## src/rtl/gnms_pkg.sv

```systemverilog
// Shared types and constants for the greedy suppression box selector.
`default_nettype none
package gnms_pkg;

  localparam int unsigned GeomW = 62;
  localparam int unsigned ScoreW = 16;
  localparam int unsigned ThrW = 16;
  localparam int unsigned ModeW = 2;
  localparam int unsigned IdxW = 6;

  // Configuration register indexes.
  localparam logic [0:0] CfgThreshold = 1'b0;
  localparam logic [0:0] CfgMode = 1'b1;

  // Denominator selections.
  localparam logic [1:0] ModeUnion = 2'd0;
  localparam logic [1:0] ModeLarger = 2'd1;
  localparam logic [1:0] ModeSmaller = 2'd2;

  // Commands from the controller to the datapath.
  typedef struct packed {
    logic load;        // write the input beat into the stores
    logic scan_start;  // clear best-so-far before a maximum scan
    logic scan_rd;     // read entry at scan index for the maximum search
    logic kill_best;   // clear the alive flag of the pick, latch its geometry
    logic sup_rd;      // read entry at scan index for the overlap test
    logic clear_all;   // drop every alive flag and the count at run end
  } gnms_cmd_t;

  // Status from the datapath to the controller.
  typedef struct packed {
    logic full;
    logic found;
    logic sup_busy;    // overlap pipeline still holds work
  } gnms_sts_t;

endpackage
`default_nettype wire

```

## src/rtl/gnms_ctrl.sv

```systemverilog
// Controller: load, maximum scan, result beat and suppression sweep.
`default_nettype none
module gnms_ctrl #(
  parameter int unsigned CntW = 7,
  parameter int unsigned AW = 6
) (
  input  wire logic                clk,
  input  wire logic                rst_n,
  input  wire logic                in_tvalid,
  output logic                     in_tready,
  input  wire logic                in_last,
  input  wire logic                out_busy,
  output logic                     out_push,
  output logic                     out_last,
  input  wire logic [CntW-1:0]     count,
  input  wire gnms_pkg::gnms_sts_t sts,
  output gnms_pkg::gnms_cmd_t      cmd,
  output logic [AW-1:0]            scan_idx
);

  typedef enum logic [5:0] {
    S_LOAD = 6'b000001,
    S_SCAN = 6'b000010,
    S_WAIT = 6'b000100,
    S_EMIT = 6'b001000,
    S_SUP  = 6'b010000,
    S_DRAIN = 6'b100000
  } state_t;

  state_t state_r, state_nxt;
  logic [CntW-1:0] idx_r, idx_nxt;
  logic held_r, held_nxt;  // a pick waits for the next scan to learn if it is last
  logic [1:0] wait_r, wait_nxt;

  assign scan_idx = idx_r[AW-1:0];

  always_comb begin
    state_nxt = state_r;
    idx_nxt = idx_r;
    held_nxt = held_r;
    wait_nxt = wait_r;
    cmd = '0;
    in_tready = 1'b0;
    out_push = 1'b0;
    out_last = 1'b0;
    case (state_r)
      S_LOAD: begin
        in_tready = 1'b1;
        if (in_tvalid) begin
          cmd.load = 1'b1;
          if (in_last) begin
            state_nxt = S_SCAN;
            idx_nxt = '0;
            cmd.scan_start = 1'b1;
          end
        end
      end
      S_SCAN: begin
        if (idx_r == count) begin
          state_nxt = S_WAIT;
          wait_nxt = 2'd2;
        end else begin
          cmd.scan_rd = 1'b1;
          idx_nxt = idx_r + CntW'(1);
        end
      end
      S_WAIT: begin
        if (wait_r != 2'd0) begin
          wait_nxt = wait_r - 2'd1;
        end else if (!out_busy) begin
          // Emit the held pick now that we know whether another follows.
          if (held_r) begin
            out_push = 1'b1;
            out_last = !sts.found;
          end
          held_nxt = 1'b0;
          if (sts.found) begin
            state_nxt = S_EMIT;
          end else begin
            cmd.clear_all = 1'b1;
            state_nxt = S_LOAD;
          end
        end
      end
      S_EMIT: begin
        cmd.kill_best = 1'b1;
        held_nxt = 1'b1;
        idx_nxt = '0;
        state_nxt = S_SUP;
      end
      S_SUP: begin
        if (idx_r == count) begin
          state_nxt = S_DRAIN;
        end else begin
          cmd.sup_rd = 1'b1;
          idx_nxt = idx_r + CntW'(1);
        end
      end
      S_DRAIN: begin
        if (!sts.sup_busy) begin
          cmd.scan_start = 1'b1;
          idx_nxt = '0;
          state_nxt = S_SCAN;
        end
      end
      default: state_nxt = S_LOAD;
    endcase
  end

  always_ff @(posedge clk) begin
    if (!rst_n) begin
      state_r <= S_LOAD;
      idx_r <= '0;
      held_r <= 1'b0;
      wait_r <= '0;
    end else begin
      state_r <= state_nxt;
      idx_r <= idx_nxt;
      held_r <= held_nxt;
      wait_r <= wait_nxt;
    end
  end

endmodule
`default_nettype wire

```

## config.mk

```make
export PLATFORM = sky130hd
export DESIGN_NAME = gnms_ctrl
export DESIGN_NICKNAME = d
export VERILOG_FILES = /design/src/rtl/gnms_pkg.sv /design/src/rtl/gnms_ctrl.sv
export SDC_FILE = /design/constraint.sdc
export NUM_CORES = 1
export LEC_CHECK = 0
export BUFFER_PORTS_ARGS = -buffer_cell sky130_fd_sc_hd__buf_2
export CORE_UTILIZATION = 56
export DETAILED_ROUTE_END_ITERATION = 16
export GPL_TIMING_DRIVEN = 0
export HOLD_SLACK_MARGIN = 0.12
export PLACE_DENSITY = 0.94
export SYNTH_ARGS = -nofsm -noshare
export SYNTH_HDL_FRONTEND = slang
export SYNTH_SLANG_ARGS = --single-unit
export TNS_END_PERCENT = 10
```

## constraint.sdc

```tcl
create_clock -name clk -period 4 [get_ports clk]
set_input_delay 0.4 -clock clk [delete_from_list [all_inputs] [get_ports clk]]
set_output_delay 0.4 -clock clk [all_outputs]
set_load 0.01 [all_outputs]
```

======== After elaboration in Yosys (flattened, before gate mapping) ========
Index checks and enable logic that the tools add are counted.
storage, ports and cells
  memories kept ........................... 0
  flip-flop bits (word level) ............. 16
  bits in read-only memories .............. 0
  bits in latches ......................... 0
  bits in writable memories ............... 0
operators by class
  equal/unequal tests ..................... 16
  shifts and indexed selects .............. 0
  $lt $le $gt $ge ......................... 0
  bitwise operators ....................... 0
  div/mod/pow operators ................... 0
  add/sub/neg operators ................... 2
  multiplexer cells ....................... 42
  multiply operators ...................... 0
  reductions and logical operators ........ 10
operator list
  operator             count
  $mux 6               7
  $pmux 6 s6           1
  $mux 7               4
  $pmux 7 s4           1
  $mux 1               22
  $ne 2x2->1 const B   9
  $add 7x1->7 const B  1
  $eq 7x7->1           1
  $reduce_and 7->1     1
  $eq 6x1->1 const B   1
  $eq 6x2->1 const B   1
  $eq 6x3->1 const B   1
  $eq 6x4->1 const B   1
  $eq 6x5->1 const B   1
  $eq 6x6->1 const B   1
  $mux 2               3
  $reduce_and 3->1     2
  $reduce_bool 2->1    3
  $reduce_and 5->1     1
  $mux 4               1
  $pmux 1 s2           2
  $pmux 2 s2           1
  $reduce_bool 4->1    1
  $reduce_or 2->1      1
  other kinds (2)      2

======== Depth between registers and ports, before layout ========
Gate-level depths: netlist of the first run.
  depth after elaboration ................. 5
  gate-level depth with buffers ........... 6
  mapped depth without buffers ............ 6

======== Worst setup path after synthesis of the first run ========
OpenSTA, ideal clock, no wires.
  kind .................................... register -> register
  from .................................... register state_r[2]
  to ...................................... register idx_r[5]
  cell stages (with the launch flop) ...... 7
  data required time ...................... 3.878 ns
  arrival ................................. 2.044 ns
  setup slack ............................. 1.834 ns
  period minus slack after synthesis ...... 2.166 ns
  path buffers ............................ 1
  path through ............................ dfxtp_1 or3_4 or4b_1 buf_2 and3_4 o21a_4 a221o_1
between the ends
  cells in the longest elaborated chain, start to end .. 4
ends and longest elaborated chain
  element                                                           line              RTL
  start, declared                                                   gnms_ctrl.sv:30   state_t state_r, state_nxt;
  start signal, assigned                                            gnms_ctrl.sv:117  state_r <= state_nxt;
  $eq 6x5->1 / $eq 6x2->1 (equally long branches)                   gnms_ctrl.sv:46   case (state_r)
  $reduce_or 2->1 (no line)                                         --
  $ne 2x2->1 (no line) / $reduce_bool 4->1 (equally long branches)  --
  $reduce_and 5->1 (no line)                                        --
  end signal, assigned                                              gnms_ctrl.sv:118  idx_r <= idx_nxt;
  end, declared                                                     gnms_ctrl.sv:31   logic [CntW-1:0] idx_r, idx_nxt;
Parallel ways exist; a longest one is shown, timed or not.
A chain may end at the register's enable or synchronous reset.

==> summary.txt, run 1 <==
Run status
  • Outcome: complete, no violations

Timing
  • Final setup margin: 1.32 ns
  • Slew headroom: 32.3%
  • Fmax: roughly 370 MHz
  • Setup total negative slack: 0 ns
  • Worst slew pin tran: 1.01 ns
  • Slew Viols, Final: 0
  • Layout Skew: 0.0111 ns
  • Final cycle utilization of the critical path: 67.0%
  • RSZ-0062 raised after global routing: false
  • Final min period: 2.68 ns
  • Fin Hold WS: ~0.38 ns
  • Final setup viols: 0
  • Final Hold Viols: 0

Placed design
  • Routability Congestion: roughly 0.85
  • DP Worst Slack: 1.69 ns
  • Placed cells: a little under 200
  • DP Wirelength: 2.35 mm
  • PortBufs: 28

Global route
  • Vias in the first global route: 1126
  • Gr ovfl total: 0
  • Initial antenna violation count: 0
  • Largest net degree at the start of global routing: 11
  • Gr usage total: 31.9%
  • First-pass GRT wire length: between 4 and 5 mm

Yosys
  • Sequential share of the synthesized area: 28.0%
  • FF+latch count, synth: 16
  • Syn_nets: between 150 and 200
  • Cell Area, Synth: 1140 um2
  • Yosys Warn Count: 0
  • Synth area leaders: dfxtp_1 (28%), xnor2_1 (6.9%), buf_4 (4.6%)
  • Post-synth EDFFs: 0
  • Cell variety after synth: 43
  • Top-area cell type share of the netlist area: 28.0%
  • Post-Syn Instances: 142
  • Mapped Avg Cell Area: 8.05 um2
  • Primary FF master, synth: dfxtp_1
  • Synth area leader: dfxtp_1
  • Post-synth ARST share: 0%

Die
  • Initial Util: 62.8%
  • Die area: 2230 um2
  • Boundary Pins: 30
  • Die span in y: 47.2 um
  • Cell row count: 15
  • DIE WIDTH: around 47 um
  • Core ar.: 1820 um2

Drt
  • Vias: 1277
  • Routed Antenna Nets: 0
  • Final WL: around 3.1 mm
  • # DRC: 0
  • Number of DRC markers in iteration 0: 93
  • DRT Pass-1 Iters: 5
  • Avg WL per Cell: between 15 and 20 um
  • Vias per cell: 6.42

Final layout
  • Fillers: 146
  • P&R area growth vs syn: 18.2%
  • Commonest non-fill, non-tap cell in the layout: buf_2
  • Final Instance Count excl. Fillers: 199
  • Most frequent cells in the layout: buf_2 (30), dfxtp_1 (16), nor2_1 (13)
  • ANT cells: 0
  • Multi-input logic area: slightly above 700 um2
  • Register area: 320 um2
  • Layout cells sized above 1: 28.7%
  • Nets@finish: 192

Min path
  • Sink of the worst hold path: state_r[3]
  • Worst Hold Depth: 3
  • Worst Hold Class: in -> reg
  • Min-delay src: sts[1]

Clocking
  • CTS root buffer: clkbuf_4
  • Clock Latency Late Sink: around 0.30 ns
  • H-tree Lvls: 1
  • Deepest clock path buffer count: 2
  • Post-cts resize count: 0
  • Hold-fix buffers, CTS: 0
  • Num CTS Buffers: 3
  • Clock Pin Slew Worst Setup and Hold Paths: 0.11 ns
  • CTS tree: done
  • Clock Sinks: 16
  • Setup Buffers After CTS: 0

Critical path
  • Required time of the critical path: 3.60 ns
  • R2R depth: 6
  • Worst Path Arrival: ~2.3 ns
  • Crit path max fanout: 10
  • Worst reg2reg setup slack: 1.64 ns
  • Worst setup EP type: output pin
  • Critical Path Start Type: flop
  • Reg-to-Reg End: idx_r[3]
  • Worst setup path category: reg -> out
  • R2R Path Start: state_r[2]

Job
  • Max_cap viols: 0

Power and ir drop
  • Pwr dens: 358 nW/um2
  • VDD IR-drop max: 0.341 mV
  • Net Sw Frac: a little over a third
  • Tot Pwr: 0.000484 W
  • Flop pwr share: 36.8%
  • Static leakage: 0.605 nW
  • Comb pwr share: roughly two fifths
  • Clock power frac: 23.3%
  • Switching pwr: 0.000174 W
  • Power Internal: between 0.0003 and 0.0004 W
## Yosys cell counts (2+ instances only)
| master | number |
|---|---|
| nor3_1 | 6 |
| or4b_1 | 2 |
| nor4_1 | 3 |
| nand2_1 | 11 |
| xnor2_1 | 9 |
| clkbuf_1 | 4 |
| nor4b_1 | 3 |
| a221o_1 | 4 |
| nand3_1 | 5 |
| o22ai_1 | 2 |
| and2_1 | 2 |
| nor2b_1 | 3 |
| or3_1 | 3 |
| dfxtp_1 | 16 |
| o211a_1 | 3 |
| buf_2 | 2 |
| ha_1 | 2 |
| nor2_1 | 13 |
| nand2b_1 | 2 |
| buf_4 | 7 |
| a21oi_1 | 4 |
| o31ai_1 | 2 |
| o21ai_0 | 5 |
| o21a_1 | 2 |
| a22o_1 | 2 |
| inv_1 | 7 |
| o311a_1 | 2 |
## power groups by stage
stage	registers (W)	logic, W	clock network, W
floorplan	0.000179	0.000139	0
global placement	0.000181	0.000175	0
detailed placement	0.000182	0.000185	0
CTS	0.000178	0.000188	0.000115
global route	0.000180	0.000207	0.000123
finish	0.000178	0.000193	0.000113
## flip-flops by register name, indices dropped and copies added, names as in the netlist
register  flops
held_r        1
idx_r         7
state_r       6
wait_r        2
## stage by stage
| stage | utilization [%] | instance area (um2) |
|---|---|---|
| 3_3_place_gp | 72.2 | 1320 |
| 2_1_floorplan | - | 1140 |
| 5_1_grt | 74.2 | 1350 |
| 6_report | 74.2 | 1350 |
| 4_1_cts | 74.2 | 1350 |
| 3_5_place_dp | 72.2 | 1320 |
## area by class of cell
class | count | area share, %
clock buffers | 4 | 2.69
plain buffers | 13 | 5.74
multi-input cells | 106 | 53.2
inverters | 7 | 1.94
flip-flops and latches | 16 | 23.7
repair buffers | 28 | 10.4
well taps | 25 | 2.31
## critical path, cell delays in order, from the launching register on
cell	delay, ns
dfxtp_1	0.51
xnor2_1	0.17
nand3_1	0.18
nor2_1	0.36
clkbuf_1	0.44
nor2_1	0.16
buf_2	0.17
## per-layer routing
layer,wire (um),global-route usage (%),share of wire (%)
met1,1150,36.2,37
met2,1490,52.5,47
met5,0,0,0
met3,287,4.62,9.1
met4,211,26.9,6.7
## kinds of logic after synthesis
logic type / Yosys count / share of synthesized area, %
DFF: 16 / 28.0
and+or+nand+nor: 60 / 29.0
muxes: 1 / 0.985
xor gates and xnor gates: 10 / 7.66
buffers and inverters: 20 / 9.08
adders and majority gates: 2 / 2.19
AOI/OAI and AO/OA: 33 / 23.1
## how the worst max path moves through the flow
stage | start | endpoint | slack, ns | depth (start not counted)
floorplan | state_r[2] | idx_r[5] | 1.83 | 6
global placement | state_r[2] | idx_r[4] | 1.73 | 6
detailed placement | state_r[2] | idx_r[5] | 1.69 | 6
CTS | idx_r[3] | cmd[3] | 1.44 | 6
global route | idx_r[3] | cmd[3] | 1.27 | 6
finish | idx_r[3] | cmd[3] | 1.32 | 6
No activity file was read; power rests on OpenSTA's default activity.
==> run 2, diff against run 1 <==
- CORE_UTILIZATION: 56 -> 47
- PLACE_DENSITY: 0.94 -> 0.85
- clock period: 4 -> 2.3 ns (I/O delays scaled with it)
==> summary.txt, run 2 (same netlist as run 1, synthesis figures left out) <==
Run status
  • Outcome: complete, no violations

Final layout
  • Max reg flops: 7
  • Commonest non-fill, non-tap cell in the layout: buf_2
  • P&R area growth vs syn: 19.8%
  • Layout cells sized above 1: 31.0%
  • Most frequent cells in the layout: buf_2 (29), dfxtp_1 (14), nor2_1 (13)
  • Nets@finish: approximately 190
  • Register bank with the most flops: idx_r
  • ANT cells: 0
  • Largest regs: idx_r: 7 flops, state_r: 6 flops, wait_r: 2 flops
  • Cell area after layout: between 1000 and 1500 um2
  • Final Instance Count excl. Fillers: 202

Drt
  • Final WL: 2.60 mm
  • Routed Antenna Nets: 0
  • Avg WL per Cell: 12.9 um
  • DRT Pass-1 Iters: 4
  • Vias per cell: 5.74
  • # DRC: 0
  • Number of DRC markers in iteration 0: 41
  • Vias: 1160

Placed design
  • Placed cells: 198
  • Post-DP Area: 1320 um2
  • PortBufs: 28
  • DP Wirelength: 1.96 mm
  • Routability Congestion: approximately 0.90

Clocking
  • CTS tree: done
  • Num CTS Buffers: 3
  • Deepest clock path buffer count: 2
  • Clock Pin Slew Worst Setup and Hold Paths: 0.11 ns
  • Clock Sinks: 16
  • Hold-fix buffers, CTS: 0
  • H-tree Lvls: 1
  • Setup Buffers After CTS: 0
  • Clock Latency Late Sink: 0.30 ns
  • CTS root buffer: clkbuf_4

Critical path
  • R2R Path Start: state_r[5]
  • Buffers & Inverters on Critical Path: 1
  • CP max-delay cell: or4b_1
  • Reg-to-Reg End: idx_r[5]
  • Worst setup EP type: flop
  • Worst setup path category: reg -> reg
  • Delay of the slowest critical-path stage: 0.47 ns
  • Worst Path Arrival: between 2 and 2.5 ns
  • R2R depth: 6
  • Required time of the critical path: around 2.5 ns
  • Crit path cell chain: or3_4 -> or4b_1 -> buf_4 -> and3_4 -> o21a_4 -> a221o_1
  • Crit path max fanout: 8
  • Critical Path Start Type: flop
  • Worst reg2reg setup slack: 0.02 ns
  • Crit path max-delay family: simple AND/OR/NAND/NOR gates

Power and ir drop
  • VDD IR-drop max: 0.402 mV
  • Static leakage: 0.613 nW
  • Pwr dens: 614 nW/um2

Timing
  • Final Hold Viols: 0
  • Final setup viols: 0
  • Slew headroom: 44.9%
  • Fmax: between 400 and 500 MHz
  • Worst slew pin tran: 0.819 ns
  • Final min period: 2.28 ns
  • Fin Hold WS: around 0.2 ns
  • Final cycle utilization of the critical path: 99.3%
  • RSZ-0062 raised after global routing: true
  • Layout Skew: 0.0102 ns
  • Slew Viols, Final: 0

Global route
  • Initial antenna violation count: 0
  • Gr usage total: 20.7%
  • Largest net degree at the start of global routing: 11
  • Gr ovfl total: 0
  • Vias in the first global route: 1011
  • First-pass GRT wire length: 4.18 mm

Die
  • Initial Util: about half
  • Core ar.: 2250 um2
  • Die area: 2630 um2
  • Boundary Pins: 30
  • Cell row count: 17
  • Die span in y: 51.3 um
  • DIE WIDTH: 51.3 um

Min path
  • Min-delay src: sts[1]
  • Sink of the worst hold path: state_r[3]
  • Worst Hold Class: in -> reg
  • Worst Hold Depth: 3

Job
  • Max_cap viols: 0
run 2: final cells by class:
cell class	count	area, um2
timing repair buffer	28	140
sequential	16	325
fill	212	885
multi-input combinational	106	726
clock buffer	4	36.3
buffer	13	81.3
inverter	7	26.3
tap	28	35.0
run 2: routing by layer:
layer | track usage (%) | up-vias | share of wire [%]
met2 | 33.8 | 47 | 46
met1 | 27.3 | 531 | 47
li1 | - | 578 | -
met4 | 9.91 | 0 | 1.3
met3 | 1.79 | 4 | 5.7
met5 | 0 | - | 0
run 2: tightest hold or removal path, cell delays in order:
cell     delay, ns
buf_2         0.11
nand2_1       0.07
nor2_1        0.05
run 2: worst max path at each step:
stage / start / endpoint / slack [ns] / cells after the start
after floorplan: state_r[2] / idx_r[5] / 0.13 / 6
after global placement: state_r[2] / idx_r[6] / 0.03 / 6
after detailed placement: state_r[2] / idx_r[5] / 0.02 / 6
after CTS: state_r[0] / idx_r[5] / 0.01 / 6
after global routing: state_r[0] / idx_r[4] / -0.04 / 6
final: state_r[5] / idx_r[5] / 0.02 / 6
run 2: power by group:
group | leakage [nW] | internal (W) | switching, W
clock | 0.0210 | 0.0000965 | 0.000102
sequential | 0.130 | 0.000294 | 0.0000160
combinational | 0.462 | 0.000155 | 0.000177
total | 0.613 | 0.000545 | 0.000295
run 2: timing repair:
action | 4_1_cts | 5_1_grt
pin swaps | 0 | 1
resized for setup | 2 | 4
cloned | 0 | 0
endpoints found under the setup margin | 3 | 8
run 2: per-stage QoR:
stage | utilization [%] | total power [W] | setup TNS, ns | worst slack (ns)
global route | 60.8 | 0.000880 | -0.159 | -0.0365
finish | 60.8 | 0.000841 | 0 | 0.0162
floorplan | - | 0.000554 | 0 | 0.134
detailed placement | 58.5 | 0.000637 | 0 | 0.0155
global placement | 58.5 | 0.000629 | 0 | 0.0281
CTS | 60.2 | 0.000832 | 0 | 0.0140
==> run 3, diff against run 2 <==
- REMOVE_ABC_BUFFERS: unset -> 1
==> summary.txt, run 3 (same netlist as run 1, synthesis figures left out) <==
Run status
  • Outcome: complete, no violations

Die
  • Core ar.: between 2000 and 2500 um2
  • Die area: 2630 um2
  • Initial Util: 50.7%
  • Die span in y: 51.3 um
  • DIE WIDTH: 51.3 um
  • Boundary Pins: 30
  • Cell row count: 17

Critical path
  • Critical Path Start Type: flop
  • Crit path max fanout: 7
  • Worst Path Arrival: roughly 2.4 ns
  • Worst setup path category: reg -> reg
  • Delay of the slowest critical-path stage: about 0.55 ns
  • Buffers & Inverters on Critical Path: 0
  • Worst setup EP type: flop
  • Crit path max-delay family: simple AND/OR/NAND/NOR gates
  • CP max-delay cell: or4b_4
  • Worst reg2reg setup slack: 0.07 ns
  • Crit path cell chain: or3_4 -> or4b_4 -> and3_4 -> o21a_4 -> a221o_1
  • Required time of the critical path: 2.49 ns

Drt
  • Avg WL per Cell: about 14 um
  • DRT Pass-1 Iters: 4
  • # DRC: 0
  • Final WL: 2.63 mm
  • Number of DRC markers in iteration 0: 10
  • Routed Antenna Nets: 0
  • Vias per cell: 5.89
  • Vias: 1114

Final layout
  • Nets@finish: 179
  • Final core occ: 57.4%
  • Max reg flops: 7
  • Commonest non-fill, non-tap cell in the layout: buf_2
  • Final Instance Count excl. Fillers: 189
  • P&R area growth vs syn: 13.1%
  • Layout cells sized above 1: 28.0%
  • ANT cells: 0
  • Register bank with the most flops: idx_r
  • Most frequent cells in the layout: buf_2 (28), dfxtp_1 (15), nor2_1 (12)
  • Largest regs: idx_r: 7 flops, state_r: 6 flops, wait_r: 2 flops

Global route
  • Initial antenna violation count: 0
  • First-pass GRT wire length: 4.51 mm
  • Routing usage on met3: under 10%
  • Met1 Track Usage GR: 28.9%
  • GRT busiest layer: met2
  • Met2 usage: 37.9%
  • Gr usage total: between 20% and 30%
  • Gr ovfl total: 0
  • Largest net degree at the start of global routing: 15
  • Vias in the first global route: 1005

Placed design
  • DP Wirelength: 1.92 mm
  • Placed cells: 185
  • Routability Congestion: 0.862
  • PortBufs: 28

Timing
  • Setup total negative slack: 0 ns
  • Final setup viols: 0
  • Final min period: between 2 and 2.5 ns
  • Fmax: around 450 MHz
  • Final Hold Viols: 0
  • Layout Skew: 0.00187 ns
  • Final cycle utilization of the critical path: 97.1%
  • Worst slew pin tran: 0.808 ns
  • Slew headroom: 45.7%
  • Fin Hold WS: 0.201 ns
  • Slew Viols, Final: 0
  • RSZ-0062 raised after global routing: false

Clocking
  • Deepest clock path buffer count: 2
  • Clock Pin Slew Worst Setup and Hold Paths: 0.10 ns
  • H-tree Lvls: 1
  • CTS root buffer: clkbuf_4
  • CTS tree: done
  • Num CTS Buffers: 3
  • Clock Latency Late Sink: 0.29 ns
  • Clock Sinks: 16
  • Setup Buffers After CTS: 0

Power and ir drop
  • Tot Pwr: 0.000825 W
  • Power Internal: 0.000534 W
  • Comb pwr share: 37.5%
  • Switching pwr: 0.000291 W
  • Pwr dens: ~640 nW/um2
  • VDD IR-drop max: 0.327 mV
  • Clock power frac: 23.6%
  • Flop pwr share: 38.9%
  • Static leakage: between 0.5 and 0.6 nW
  • Net Sw Frac: 35.2%

Min path
  • Worst Hold Class: in -> reg

Job
  • Max_cap viols: 0
run 3: tightest hold or removal path, cell delays in order:
cell and delay, ns:
buf_2 0.11, nand2_1 0.07, nor2_1 0.04
run 3: area by class of cell:
type / instances / area (um2)
clock buffer: 4 / 36.3
fill: 223 / 961
inverter: 7 / 26.3
multi-input combinational: 106 / 734
sequential: 16 / 322
tap: 28 / 35.0
timing repair buffer: 28 / 140
run 3: path summary, 6_finish.rpt:
check | startpoint | cells after the start | endpoint
worst max register to register | state_r[0] | 5 | idx_r[6]
worst min-delay path | sts[1] | 3 | state_r[3]
worst max-delay path | state_r[0] | 5 | idx_r[6]
worst min register to register | held_r | 2 | held_r
run 3: what timing repair did:
action,4_1_cts,5_1_grt
endpoints found under the setup margin,7,6
hold buffers,0,0
pin swaps,0,0
gates resized for setup,2,3
cloned,0,0
run 3: routing by layer:
layer	part of all wire, %	up-vias	wire length (um)
li1	-	549	-
met1	46	522	1210
met2	48	39	1260
met3	5.3	4	139
met4	0.84	0	22
met5	0	-	0
run 3: power groups by stage:
| stage | clock, W | combinational [W] | sequential, W |
|---|---|---|---|
| after floorplan | 0 | 0.000220 | 0.000322 |
| after global placement | 0 | 0.000289 | 0.000326 |
| after detailed placement | 0 | 0.000299 | 0.000326 |
| after CTS | 0.000197 | 0.000304 | 0.000320 |
| after global routing | 0.000205 | 0.000342 | 0.000326 |
| final | 0.000194 | 0.000309 | 0.000321 |
run 3: through the flow:
step                instance area [um2]  setup slack (ns)
floorplan                          1070             0.134
finish                             1290            0.0657
detailed placement                 1240           -0.0386
CTS                                1280            0.0458
global route                       1290            0.0125
global placement                   1240          -0.00689
